File: config.mk
export PLATFORM = sky130hd
export DESIGN_NAME = boost_solenoid_pwm_controller
export DESIGN_NICKNAME = d
export VERILOG_FILES = /design/src/hdl/bspc_pkg.sv /design/src/hdl/boost_solenoid_pwm_controller.sv /design/src/hdl/bspc_divider.sv
export SDC_FILE = /design/constraint.sdc
export NUM_CORES = 1
export LEC_CHECK = 0
export BUFFER_PORTS_ARGS = -buffer_cell sky130_fd_sc_hd__buf_4
export CAP_MARGIN = 20
export CELL_PAD_IN_SITES_DETAIL_PLACEMENT = 0
export CELL_PAD_IN_SITES_GLOBAL_PLACEMENT = 1
export CORE_MARGIN = 1
export CORE_UTILIZATION = 47
export DETAILED_ROUTE_END_ITERATION = 8
export PLACE_DENSITY = 0.82
export SLEW_MARGIN = 40
export SYNTH_ARGS = -nofsm -noshare
export SYNTH_HDL_FRONTEND = slang
export SYNTH_HIERARCHICAL = 1
export SYNTH_SLANG_ARGS = --single-unit
File: constraint.sdc
create_clock -name aclk -period 10.9 [get_ports aclk]
set_input_delay 0.545 -clock aclk [delete_from_list [all_inputs] [get_ports aclk]]
set_output_delay 0.545 -clock aclk [all_outputs]
set_load 0.01 [all_outputs]
File: src/hdl/bspc_pkg.sv
// Shared types, constants and helpers of the boost solenoid PWM controller.
// No dependencies; imported by the divider, the top level, the checker and the testbench.
package bspc_pkg;

    localparam int GEAR_SLOTS = 6;
    localparam int CFG_W      = 48;

    localparam logic [7:0] ENRICH_MIN_PRESSURE = 8'h52;
    localparam logic [9:0] IAP_LIMIT           = 10'(16'hBA00 >> 6);
    localparam logic [7:0] FULL_DUTY           = 8'd100;
    localparam logic [7:0] BYTE_MASK           = 8'hFF;

    localparam logic [2:0] REG_GEAR_MAX_BOOST  = 3'd0;
    localparam logic [2:0] REG_GEAR_GATE       = 3'd1;
    localparam logic [2:0] REG_GEAR_DUTY       = 3'd2;
    localparam logic [2:0] REG_GEAR_RETARD     = 3'd3;
    localparam logic [2:0] REG_OVERBOOST_LIMIT = 3'd4;
    localparam logic [2:0] REG_PWM_PERIOD      = 3'd5;
    localparam logic [2:0] REG_FUEL_DIVISOR    = 3'd6;
    localparam logic [2:0] REG_CONTROL_FLAGS   = 3'd7;

    typedef struct packed {
        logic        start;
        logic [15:0] dividend;
        logic [7:0]  divisor;
    } div_req_t;

    typedef struct packed {
        logic        done;
        logic [15:0] quotient;
    } div_rsp_t;

    // Byte of a per-gear register; slots past the sixth read as zero.
    function automatic logic [7:0] gear_byte(input logic [CFG_W-1:0] r, input logic [2:0] slot);
        logic [7:0] b;
        b = 8'd0;
        if (int'(slot) < GEAR_SLOTS) begin
            b = r[slot*8 +: 8] & BYTE_MASK;
        end
        return b;
    endfunction

endpackage

File: src/hdl/boost_solenoid_pwm_controller.sv
// Top level of the boost solenoid PWM controller: sequencer, state and config.
// Depends on bspc_pkg and bspc_divider.
//
// Usage:
//   Each s_ transaction is one analog-conversion tick. The block answers with
//   exactly one m_ transaction carrying intake pressure, fuel enrichment,
//   solenoid pin level, total ignition retard, overboost flag and duty.
//   A small sequencer runs one serial divider for the scaled fuel enrichment
//   (only when pressure is at or above 0x52 and the fuel divisor is nonzero).
//   The PWM threshold test count < duty * period / 100 needs no division:
//   the evaluation cycle compares (count + 1) * 100 against duty * period.
//   An item runs through the evaluate step, the fuel start and wait steps
//   when it divides, and the final step; s_ready is high only while the
//   sequencer is idle, so a new tick waits until the last one leaves the final step.
//   The result sits in an output register: the next tick is accepted while
//   a result still waits, and a stalled receiver holds m_ fields steady. A
//   finished item waits in the final step until the output register frees.
//   The config port writes one register per cycle with cfg_wr_en; write only
//   while the block is idle.
//   Reset (aresetn low, synchronous) clears the PWM counter, held duty and
//   pin level, reloads every register with its default and drops m_valid.
module boost_solenoid_pwm_controller #(
    parameter int NUM_GEARS = 6
) (
    input  logic        aclk,
    input  logic        aresetn,
    // config write port
    input  logic        cfg_wr_en,
    input  logic [2:0]  cfg_index,
    input  logic [47:0] cfg_wdata,
    // input channel
    input  logic        s_valid,
    output logic        s_ready,
    input  logic [9:0]  s_boost_sample,
    input  logic [3:0]  s_gear,
    input  logic [7:0]  s_iap_mapped,
    input  logic [7:0]  s_retard_mapped,
    input  logic [7:0]  s_enrich_mapped,
    input  logic [15:0] s_tps_fuel,
    input  logic [7:0]  s_base_retard,
    // result channel
    output logic        m_valid,
    input  logic        m_ready,
    output logic [9:0]  m_iap_pressure,
    output logic [7:0]  m_fuel_add,
    output logic        m_solenoid_pin,
    output logic [7:0]  m_ign_retard_total,
    output logic        m_overboost,
    output logic [6:0]  m_duty_percent
);
    import bspc_pkg::*;

    typedef enum logic [4:0] {
        S_IDLE      = 5'b00001,
        S_EVAL      = 5'b00010,
        S_FUEL      = 5'b00100,
        S_FUEL_WAIT = 5'b01000,
        S_FINISH    = 5'b10000
    } state_t;

    state_t state_reg, state_next;

    // configuration registers
    logic [47:0] gear_max_boost_reg, gear_gate_reg, gear_duty_reg, gear_retard_reg;
    logic [7:0]  overboost_limit_reg, pwm_period_reg, fuel_divisor_reg;
    logic [1:0]  control_flags_reg;

    // block state
    logic [7:0]  pwm_count_reg, pwm_count_next;
    logic [6:0]  duty_level_reg;
    logic        pin_level_reg;

    // captured transaction
    logic [9:0]  sample_reg;
    logic [3:0]  gear_reg;
    logic [7:0]  iap_m_reg, ret_m_reg, enr_m_reg, tps_hi_reg, base_reg;

    // per-item working values
    logic [9:0]  iap_reg;
    logic [7:0]  fuel_reg;
    logic [7:0]  retard_reg;
    logic        ob_reg;
    logic        fuel_div_reg;
    logic [15:0] fuel_prod_reg;

    // output register
    logic        m_valid_reg;
    logic [9:0]  m_iap_reg;
    logic [7:0]  m_fuel_reg, m_retard_reg;
    logic        m_pin_reg, m_ob_reg;
    logic [6:0]  m_duty_reg;

    div_req_t div_req;
    div_rsp_t div_rsp;

    logic [7:0]  pressure;
    logic        gear_ok;
    logic [2:0]  slot;
    logic [7:0]  gd_byte;
    logic [6:0]  duty_sel;
    logic [7:0]  gret;
    logic [9:0]  iap_raw;
    logic [7:0]  cnt_inc;
    logic [14:0] duty_prod;
    logic [15:0] cnt_scaled;
    logic        enabled;
    logic        out_free;
    logic        active;

    assign enabled  = control_flags_reg[0];
    assign out_free = !m_valid_reg || m_ready;
    assign s_ready  = (state_reg == S_IDLE);
    assign pressure = sample_reg[9:2];

    // Evaluate the item: counter advance, gear lookups, duty pick, clamps.
    always_comb begin
        cnt_inc        = pwm_count_reg + 8'd1;
        pwm_count_next = (cnt_inc >= pwm_period_reg) ? 8'd0 : cnt_inc;

        gear_ok  = (gear_reg >= 4'd1) && (int'(gear_reg) <= NUM_GEARS);
        slot     = gear_ok ? 3'(gear_reg - 4'd1) : 3'd0;
        gd_byte  = gear_byte(gear_duty_reg, slot);
        if (gd_byte > FULL_DUTY) begin
            gd_byte = FULL_DUTY;
        end
        gret = gear_byte(gear_retard_reg, slot);

        if (!gear_ok) begin
            duty_sel = 7'd0;
        end else if (pressure >= gear_byte(gear_max_boost_reg, slot)) begin
            duty_sel = 7'd0;
        end else if (pressure > gear_byte(gear_gate_reg, slot)) begin
            duty_sel = gd_byte[6:0];
        end else begin
            duty_sel = FULL_DUTY[6:0];
        end

        iap_raw = {iap_m_reg, 2'b00};
        if (iap_raw > IAP_LIMIT) begin
            iap_raw = IAP_LIMIT;
        end

        // count < floor(duty * period / 100) holds exactly when
        // (count + 1) * 100 <= duty * period
        duty_prod  = duty_sel * pwm_period_reg;
        cnt_scaled = (16'(pwm_count_next) + 16'd1) * 16'(FULL_DUTY);
        active     = (duty_sel != 7'd0) && (cnt_scaled <= {1'b0, duty_prod});
    end

    // Sequencer
    always_comb begin
        state_next = state_reg;
        case (state_reg)
            S_IDLE: begin
                if (s_valid) begin
                    state_next = S_EVAL;
                end
            end
            S_EVAL: begin
                if ((pressure >= ENRICH_MIN_PRESSURE) && (fuel_divisor_reg != 8'd0)) begin
                    state_next = S_FUEL;
                end else begin
                    state_next = S_FINISH;
                end
            end
            S_FUEL:      state_next = S_FUEL_WAIT;
            S_FUEL_WAIT: begin
                if (div_rsp.done) begin
                    state_next = S_FINISH;
                end
            end
            S_FINISH: begin
                if (out_free) begin
                    state_next = S_IDLE;
                end
            end
            default:     state_next = S_IDLE;
        endcase
    end

    // Drive the serial divider with the fuel scaling.
    always_comb begin
        div_req.start    = (state_reg == S_FUEL);
        div_req.dividend = fuel_prod_reg;
        div_req.divisor  = fuel_divisor_reg;
    end

    bspc_divider u_div (
        .aclk    (aclk),
        .aresetn (aresetn),
        .req     (div_req),
        .rsp     (div_rsp)
    );

    // Control state, configuration and block state
    always_ff @(posedge aclk) begin
        if (!aresetn) begin
            state_reg           <= S_IDLE;
            m_valid_reg         <= 1'b0;
            pwm_count_reg       <= 8'd0;
            duty_level_reg      <= 7'd0;
            pin_level_reg       <= 1'b0;
            gear_max_boost_reg  <= 48'hA6A6A6988B81;
            gear_gate_reg       <= 48'h707070707070;
            gear_duty_reg       <= 48'h503C32282828;
            gear_retard_reg     <= 48'h020202020201;
            overboost_limit_reg <= 8'd177;
            pwm_period_reg      <= 8'd25;
            fuel_divisor_reg    <= 8'd254;
            control_flags_reg   <= 2'd2;
        end else begin
            state_reg <= state_next;

            if (cfg_wr_en) begin
                case (cfg_index)
                    REG_GEAR_MAX_BOOST:  gear_max_boost_reg  <= cfg_wdata;
                    REG_GEAR_GATE:       gear_gate_reg       <= cfg_wdata;
                    REG_GEAR_DUTY:       gear_duty_reg       <= cfg_wdata;
                    REG_GEAR_RETARD:     gear_retard_reg     <= cfg_wdata;
                    REG_OVERBOOST_LIMIT: overboost_limit_reg <= cfg_wdata[7:0];
                    REG_PWM_PERIOD:      pwm_period_reg      <= cfg_wdata[7:0];
                    REG_FUEL_DIVISOR:    fuel_divisor_reg    <= cfg_wdata[7:0];
                    REG_CONTROL_FLAGS:   control_flags_reg   <= cfg_wdata[1:0];
                    default:             ;
                endcase
            end

            // pin keeps the duty from before the overboost forcing
            if (state_reg == S_EVAL) begin
                pwm_count_reg <= pwm_count_next;
                if (enabled) begin
                    duty_level_reg <= duty_sel;
                    pin_level_reg  <= (active == control_flags_reg[1]);
                end
            end

            if ((state_reg == S_FINISH) && out_free) begin
                m_valid_reg <= 1'b1;
                if (ob_reg) begin
                    duty_level_reg <= 7'd0;
                end
            end else if (m_valid_reg && m_ready) begin
                m_valid_reg <= 1'b0;
            end
        end
    end

    // Payload registers
    always_ff @(posedge aclk) begin
        if (s_valid && s_ready) begin
            sample_reg <= s_boost_sample;
            gear_reg   <= s_gear;
            iap_m_reg  <= s_iap_mapped;
            ret_m_reg  <= s_retard_mapped;
            enr_m_reg  <= s_enrich_mapped;
            tps_hi_reg <= s_tps_fuel[15:8];
            base_reg   <= s_base_retard;
        end

        if (state_reg == S_EVAL) begin
            iap_reg       <= iap_raw;
            ob_reg        <= (pressure >= overboost_limit_reg);
            fuel_prod_reg <= enr_m_reg * tps_hi_reg;
            fuel_div_reg  <= (fuel_divisor_reg != 8'd0);
            if (pressure < ENRICH_MIN_PRESSURE) begin
                fuel_reg <= 8'd0;
            end else begin
                fuel_reg <= enr_m_reg;
            end
            if (enabled) begin
                retard_reg <= gret + base_reg + ret_m_reg;
            end else begin
                retard_reg <= base_reg + ret_m_reg;
            end
        end

        if ((state_reg == S_FUEL_WAIT) && div_rsp.done && fuel_div_reg) begin
            fuel_reg <= div_rsp.quotient[7:0];
        end

        if ((state_reg == S_FINISH) && out_free) begin
            m_iap_reg    <= iap_reg;
            m_fuel_reg   <= fuel_reg;
            m_pin_reg    <= pin_level_reg;
            m_retard_reg <= retard_reg;
            m_ob_reg     <= ob_reg;
            m_duty_reg   <= ob_reg ? 7'd0 : duty_level_reg;
        end
    end

    assign m_valid            = m_valid_reg;
    assign m_iap_pressure     = m_iap_reg;
    assign m_fuel_add         = m_fuel_reg;
    assign m_solenoid_pin     = m_pin_reg;
    assign m_ign_retard_total = m_retard_reg;
    assign m_overboost        = m_ob_reg;
    assign m_duty_percent     = m_duty_reg;

endmodule

File: src/hdl/bspc_divider.sv
// Restoring serial divider, one quotient bit per cycle, 16 by 8 bits.
// Depends on bspc_pkg for the request and response structs.
module bspc_divider (
    input  logic               aclk,
    input  logic               aresetn,
    input  bspc_pkg::div_req_t req,
    output bspc_pkg::div_rsp_t rsp
);
    import bspc_pkg::*;

    logic [15:0] quo_reg, quo_next;
    logic [7:0]  rem_reg, rem_next;
    logic [7:0]  divisor_reg;
    logic [3:0]  cnt_reg;
    logic        busy_reg;
    logic        done_reg;
    logic [8:0]  trial;
    logic        ge;

    // Shift in the next dividend bit and subtract when it fits.
    always_comb begin
        trial    = {rem_reg, quo_reg[15]};
        ge       = (trial >= {1'b0, divisor_reg});
        rem_next = ge ? 8'(trial - {1'b0, divisor_reg}) : trial[7:0];
        quo_next = {quo_reg[14:0], ge};
    end

    always_ff @(posedge aclk) begin
        if (!aresetn) begin
            busy_reg <= 1'b0;
            done_reg <= 1'b0;
            cnt_reg  <= 4'd0;
        end else begin
            done_reg <= 1'b0;
            if (req.start) begin
                busy_reg <= 1'b1;
                cnt_reg  <= 4'd0;
            end else if (busy_reg) begin
                cnt_reg <= cnt_reg + 4'd1;
                if (cnt_reg == 4'd15) begin
                    busy_reg <= 1'b0;
                    done_reg <= 1'b1;
                end
            end
        end
    end

    always_ff @(posedge aclk) begin
        if (req.start) begin
            quo_reg     <= req.dividend;
            rem_reg     <= 8'd0;
            divisor_reg <= req.divisor;
        end else if (busy_reg) begin
            quo_reg <= quo_next;
            rem_reg <= rem_next;
        end
    end

    assign rsp.done     = done_reg;
    assign rsp.quotient = quo_reg;

endmodule

* Yosys cells after proc, flatten, opt, wreduce, memory -nomap -nowiden
Index checks and enable logic that the tools add are counted.
** Cells by class
- $add $sub $neg :: 8
- Multiply operators :: 3
- Magnitude comparators :: 13
- Equality and inequality tests :: 17
- Shifts and indexed selects :: 4
- Multiplexer cells :: 35
- Bitwise operators :: 2
- Reductions and logical operators :: 28
** Operators by type and width (number)
- $shiftx A48 B7 Y8 :: 4
- $mux W8 :: 13
- $mux W7 :: 8
- $mux W16 :: 2
- $pmux W5 S5 :: 1
- $add A8 B8 Y8 :: 3
- $ge A8 B8 Y1 :: 3
- $mux W5 :: 4
- $reduce_and A2 Y1 :: 9
- $le A16 B15 Y1 :: 1
- $mul A8 B8 Y16 :: 1
- $mul A7 B8 Y15 :: 1
- $mul A9 B5 Y14 const B :: 1
- $eq A3 B3 Y1 const B :: 4
- $gt A10 B10 Y1 const B :: 1
- $add A8 B1 Y9 const B :: 1
- $ge A9 B8 Y1 :: 1
- $add A8 B1 Y8 const B :: 1
- $ge A8 B7 Y1 const B :: 1
- $gt A8 B7 Y1 const B :: 1
- $gt A8 B8 Y1 :: 1
- $logic_and A1 B1 Y1 :: 8
- $lt A8 B7 Y1 const B :: 1
- $reduce_bool A8 Y1 :: 1
- 28 further kinds :: 38
** Storage, ports and cells
- Bits in registers :: 411
- Output and inout bits :: 37
- Logic and storage cells :: 149

* Depth between registers and ports, before layout
- Word-level depth :: 17
- Gate-level depth with buffers :: 46

* Hierarchy
The synthesis kept the hierarchy.
** By module, submodules not included
- boost_solenoid_pwm_controller :: instances 1, cells each 2327, area an instance 20701.1 µm², seq. area each 8618.3 µm²
- bspc_divider :: instances 1, cells each 176, area an instance 1979.4 µm², seq. area each 1001.0 µm²

* Worst setup path after synthesis
No wires, ideal clock.
- Path kind :: register -> register
- From :: register gear_reg[0]
- To :: register pin_level_reg
- Setup time :: 0.062 ns
- Data arrival time :: 9.747 ns
- Required time :: 10.838 ns
- Path slack :: 1.090 ns
- Stages on the path, launching flop included :: 45
- Clock period less this slack :: 9.810 ns
- Cell sequence :: edfxtp_1 buf_2 buf_1 clkinv_1 clkbuf_1 ha_1 nor3b_1 or4_4 buf_6 clkbuf_1 clkbuf_1 nand2_1 a31oi_1 a21oi_1 ha_1 a21o_1 a21oi_1 o21ai_0 [9 not listed] inv_1 fa_1 inv_1 ha_1 a21boi_0 o21ai_0 a21boi_0 o21ai_0 a21oi_1 o41ai_1 xnor2_1 ha_1 nand3_1 nor2_1 a221oi_1 o21ai_0 a221o_1 nand3_1
** Between the ends
- Cells in the longest elaborated chain, start to end :: 15
** Ends and longest elaborated chain
- start, declared :: RTL line boost_solenoid_pwm_controller.sv:75 : logic [3:0] gear_reg;
- start signal, assigned :: RTL line boost_solenoid_pwm_controller.sv:252 : gear_reg <= s_gear;
- $ge A4 B1 Y1 or $le A4 B3 Y1 (tied branches) :: RTL line boost_solenoid_pwm_controller.sv:120 : gear_ok = (gear_reg >= 4'd1) && (int'(gear_reg) <= NUM_GEARS);
- $logic_and A1 B1 Y1 :: RTL line boost_solenoid_pwm_controller.sv:120
- $mux W3 :: RTL line boost_solenoid_pwm_controller.sv:121 : slot = gear_ok ? 3'(gear_reg - 4'd1) : 3'd0;
- $shiftx A48 B7 Y8 or $lt A3 B3 Y1 (tied branches) :: RTL line bspc_pkg.sv:38, bspc_pkg.sv:37
- $mux W8 :: RTL line bspc_pkg.sv:37 : if (int'(slot) < GEAR_SLOTS) begin
- $mux W8 :: RTL line boost_solenoid_pwm_controller.sv:130 : end else if (pressure >= gear_byte(gear_max_boost_reg, slot)) begin
- $mux W8 :: RTL line boost_solenoid_pwm_controller.sv:128 : if (!gear_ok) begin
- $gt A8 B8 Y1 :: RTL line boost_solenoid_pwm_controller.sv:132 : end else if (pressure > gear_byte(gear_gate_reg, slot)) begin
- $mux W7 :: RTL line boost_solenoid_pwm_controller.sv:132
- $mux W7 :: RTL line boost_solenoid_pwm_controller.sv:130
- $mux W7 * :: RTL line boost_solenoid_pwm_controller.sv:128
- $mul A7 B8 Y15 :: RTL line boost_solenoid_pwm_controller.sv:145 : duty_prod = duty_sel * pwm_period_reg;
- $le A16 B15 Y1 :: RTL line boost_solenoid_pwm_controller.sv:147 : active = (duty_sel != 7'd0) && (cnt_scaled <= {1'b0, duty_prod});
- $logic_and A1 B1 Y1 * :: RTL line boost_solenoid_pwm_controller.sv:147
- $eq A1 B1 Y1 * :: RTL line boost_solenoid_pwm_controller.sv:233 : pin_level_reg <= (active == control_flags_reg[1]);
- end signal, assigned :: RTL line boost_solenoid_pwm_controller.sv:233
- end, declared :: RTL line boost_solenoid_pwm_controller.sv:71 : logic pin_level_reg;
Every way passes the cells marked *; elsewhere a longest branch is shown, timed or not. The select of a mux whose other input is x is not followed.
A chain may end at the register's enable or synchronous reset.

* Worst setup path in the final report
Ends and elaborated chain as after synthesis.

==> impl_summary.txt <==
----------------------------------------------------
[Detailed routing]
  First drt pass iteration count ... 6
  Post-detailed-route via-to-cell ratio ... about 5.4
  Drt total wl ... roughly 59000 um
  Routed length per instance ... 18.1 um
  Iteration-0 DRC Markers ... between 900 and 1000
  Post-detailed-route count of antenna-violating nets ... 0
  Remaining design rule violation count ... 0
  Vias after detailed routing ... between 15000 and 20000

[Timing]
  Final critical-path share of the clock period ... 0.934
  Final-report max-slew violation count ... 0
  Clock Skews ... between 0.009 and 0.01 ns
  Final hold viol count ... 0
  Least-Margin Pin Slew ... just over 0.8 ns
  RSZ-0062 raised after global routing ... false
  Final sum of negative setup slack ... 0 ns
  Max-slew headroom at the worst pin ... 0.451
  Total of endpoints with negative setup slack in the final report ... 0
  Maximum clock frequency ... ~0.098 GHz
  Min Clock Period, post-route ... between 10 and 15 ns

[Placement]
  Quantity of I/O buffers inserted on ports ... about 140
  Area of placed instances ... approximately 0.024 mm^2
  Detail Placement HPWL ... 41000 um
  Placer Congestion ... about 0.86
  Placed cell count ... between 3000 and 4000

[Finish]
  Layout area overhead ... 14.1%
  Cell Count, Final, Fillers Out ... 3244
  Fraction of layout cells with a size suffix above 1 ... 0.119
  Fillers ... about 4400
  Final std cell area, no fill ... between 0.02 and 0.03 mm^2
  Final core utilization ... 0.543
  Layout Nets ... 2960

[Yosys]
  Dominant cell by count in the synthesized netlist ... sky130_fd_sc_hd__nand2_1
  Mapped Area ... roughly 0.023 mm^2
  Register area share after synthesis ... 0.424
  Async S/R FF share, synth ... 0
  Cell taking the most area after synthesis ... sky130_fd_sc_hd__dfxtp_1
  Post-synthesis sequential element count ... a little over 400
  Fraction of synthesized cell area taken by the top area cell type ... 0.224
  Top flip-flop cell by instance count after synthesis ... sky130_fd_sc_hd__dfxtp_1
  Number of library cell types mapped by synthesis ... 79
  Number of enable-type register cells in the synthesized netlist ... between 150 and 200
  Average cell area after synthesis ... around 9.1 um^2
  Main area contributors after synthesis ... sky130_fd_sc_hd__dfxtp_1 22%, sky130_fd_sc_hd__edfxtp_1 20%, sky130_fd_sc_hd__nand2_1 10%
  Post-synth top cells ... 627 x sky130_fd_sc_hd__nand2_1, 254 x sky130_fd_sc_hd__dfxtp_1, 226 x sky130_fd_sc_hd__a21oi_1
  Number of cells produced by synthesis ... 2503
  Warning count from the yosys run ... 6

[Floorplan]
  Die Span X ... 222 um
  Starting Density ... 0.476
  Placeable Area ... ~0.048 mm^2
  Die Footprint ... 0.0491 mm^2
  Vertical extent of the die ... between 200 and 250 um
  I/O pin count ... between 150 and 200
  Number of placement rows ... 80

[Setup path]
  Crit Path Max Fanout ... 21
  Arr. time, crit path ... 10.69 ns
  Launching element of the worst setup path ... gear_reg[0]
  Cell type group with the largest total delay on the critical path ... adder cells
  Worst path max stage delay ... 0.83 ns
  Crit. End Element ... flip-flop
  Worst reg2reg path depth ... 36
  Required time of the critical path ... 11.41 ns
  Highest-delay cell along the critical path ... sky130_fd_sc_hd__or3_2
  Worst reg2reg startpoint ... gear_reg[0]
  Terminus of the critical flop-to-flop path ... pin_level_reg
  Worst Path Class, Setup ... flip-flop to flip-flop
  Category of the worst setup path launch point ... flip-flop
  CP Buf/Inv Count ... 6
  Cell with the most instances on the worst path ... sky130_fd_sc_hd__a21oi_1
  Register-to-register path setup slack ... 0.72 ns

[Clock tree]
  Clock transition at path regs ... 0.06 ns
  CTS tree ... done
  Bufs on Longest Clock Path ... 3
  Source-to-sink clock delay at the later pin of the worst-skew pair ... 0.57 ns
  Number of buffers inserted during clock tree synthesis ... 45
  Clk root buf ... sky130_fd_sc_hd__clkbuf_16
  Number of sinks on the clock net ... approximately 410
  Number of H-tree levels ... 2
  Setup fix buffers added after clock tree synthesis ... 0

[Worst hold path]
  Worst hold endpoint ... base_reg[1]
  Min-delay worst type ... input port to flip-flop
  Start point of the worst hold path ... s_base_retard[1]
  Number of cells on the worst hold path ... 1

[Status]
  Status ... completed

[Global routing]
  Vias in the first global route ... roughly 17000
  Maximum number of pins on one net before global-route repair ... 85
  Leftover overflow at the end of global routing ... 0
  Wire length of the first global-routing pass ... between 90000 and 100000 um
  Gr usage total ... 0.240
  Initial antenna violation count ... 3

[Pwr]
  Total power density per cell area ... between 150 and 200 mW/mm^2
  Leakage ... about 11 nW
  IR Drop Worst-Case VDD ... about 0.11 mV

[Job]
  Number of violations of the max-capacitance limit ... 0

----------------------------------------------------
## per-stage QoR
step / hold WS, ns / power (W) / setup WS, ns
after floorplan: 0.400 / 0.00230 / 1.09
final: 0.147 / 0.00409 / 0.721
after detailed placement: 0.405 / 0.00253 / 0.625
after CTS: 0.118 / 0.00413 / 0.534
after global placement: 0.402 / 0.00250 / 0.717
after global routing: 0.121 / 0.00429 / 0.158
## timing repair
action	CTS	global route
resized for setup	0	1
hold buffers	0	0
setup endpoints to repair	0	1
## cell type report
cell class / instances / area (um^2) / share of cell area
diodes: 1 / 2.50 / 0.0000967
clock buffers: 52 / 1230 / 0.0477
clock inverters: 30 / 318 / 0.0123
inverters: 149 / 564 / 0.0218
multi-input cells: 1822 / 12100 / 0.467
flip-flops and latches: 405 / 9620 / 0.372
well taps: 615 / 769 / 0.0297
repair buffers: 170 / 1300 / 0.0502
## report_power, final
| group | switching [W] | internal [W] | total [W] | leakage, nW |
|---|---|---|---|---|
| clock | 0.000639 | 0.000953 | 0.00159 | 0.747 |
| sequential | 0.0000401 | 0.00164 | 0.00168 | 3.45 |
| combinational | 0.000470 | 0.000351 | 0.000821 | 6.68 |
| total | 0.00115 | 0.00294 | 0.00409 | 10.9 |
## cells in the final DEF (no fill, tap or decap), types with 21 or more instances in the layout
cell	n
sky130_fd_sc_hd__nor2b_1	23
sky130_fd_sc_hd__nor3_1	22
sky130_fd_sc_hd__and2_1	92
sky130_fd_sc_hd__nand2_1	627
sky130_fd_sc_hd__edfxtp_1	151
sky130_fd_sc_hd__a21oi_1	225
sky130_fd_sc_hd__dfxtp_1	254
sky130_fd_sc_hd__buf_4	167
sky130_fd_sc_hd__nand2b_1	23
sky130_fd_sc_hd__inv_1	143
sky130_fd_sc_hd__clkbuf_16	47
sky130_fd_sc_hd__xnor2_1	41
sky130_fd_sc_hd__nand3_1	106
sky130_fd_sc_hd__a21o_1	21
sky130_fd_sc_hd__mux2i_1	22
sky130_fd_sc_hd__xor2_1	23
sky130_fd_sc_hd__mux2_2	30
sky130_fd_sc_hd__fa_1	79
sky130_fd_sc_hd__nor2_1	82
sky130_fd_sc_hd__ha_1	170
sky130_fd_sc_hd__o21ai_0	43
## worst max path at each step
stage | end | depth (start not counted) | slack (ns)
after floorplan | pin_level_reg | 44 | 1.09
after global placement | pin_level_reg | 39 | 0.72
after detailed placement | pin_level_reg | 39 | 0.62
after CTS | pin_level_reg | 39 | 0.53
after global routing | pin_level_reg | 37 | 0.16
final | pin_level_reg | 36 | 0.72
## routing by layer
layer	track usage	wire, um	part of all wire	vias up
li1	-	-	-	8638
met1	0.309	25800	0.44	8441
met2	0.406	28100	0.48	420
met3	0.0371	2880	0.049	119
met4	0.0885	2010	0.034	2
met5	0	13	0.00022	-
## cells by family (layout without fill, tap and decap cells)
| logic type | Yosys count | after routing | synth area share |
|---|---|---|---|
| other | 1 | 3 | 0.000165 |
| AO/OA/AOI/OAI | 418 | 418 | 0.111 |
| flip-flops | 405 | 405 | 0.424 |
| adder cells (fa/ha/maj) | 249 | 249 | 0.164 |
| buffers and inverters | 277 | 401 | 0.0474 |
| XOR/XNOR | 64 | 64 | 0.0247 |
| AND/OR/NAND/NOR | 1036 | 1036 | 0.204 |
| multiplexers | 53 | 53 | 0.0256 |
(Power assumes the default switching activity.)
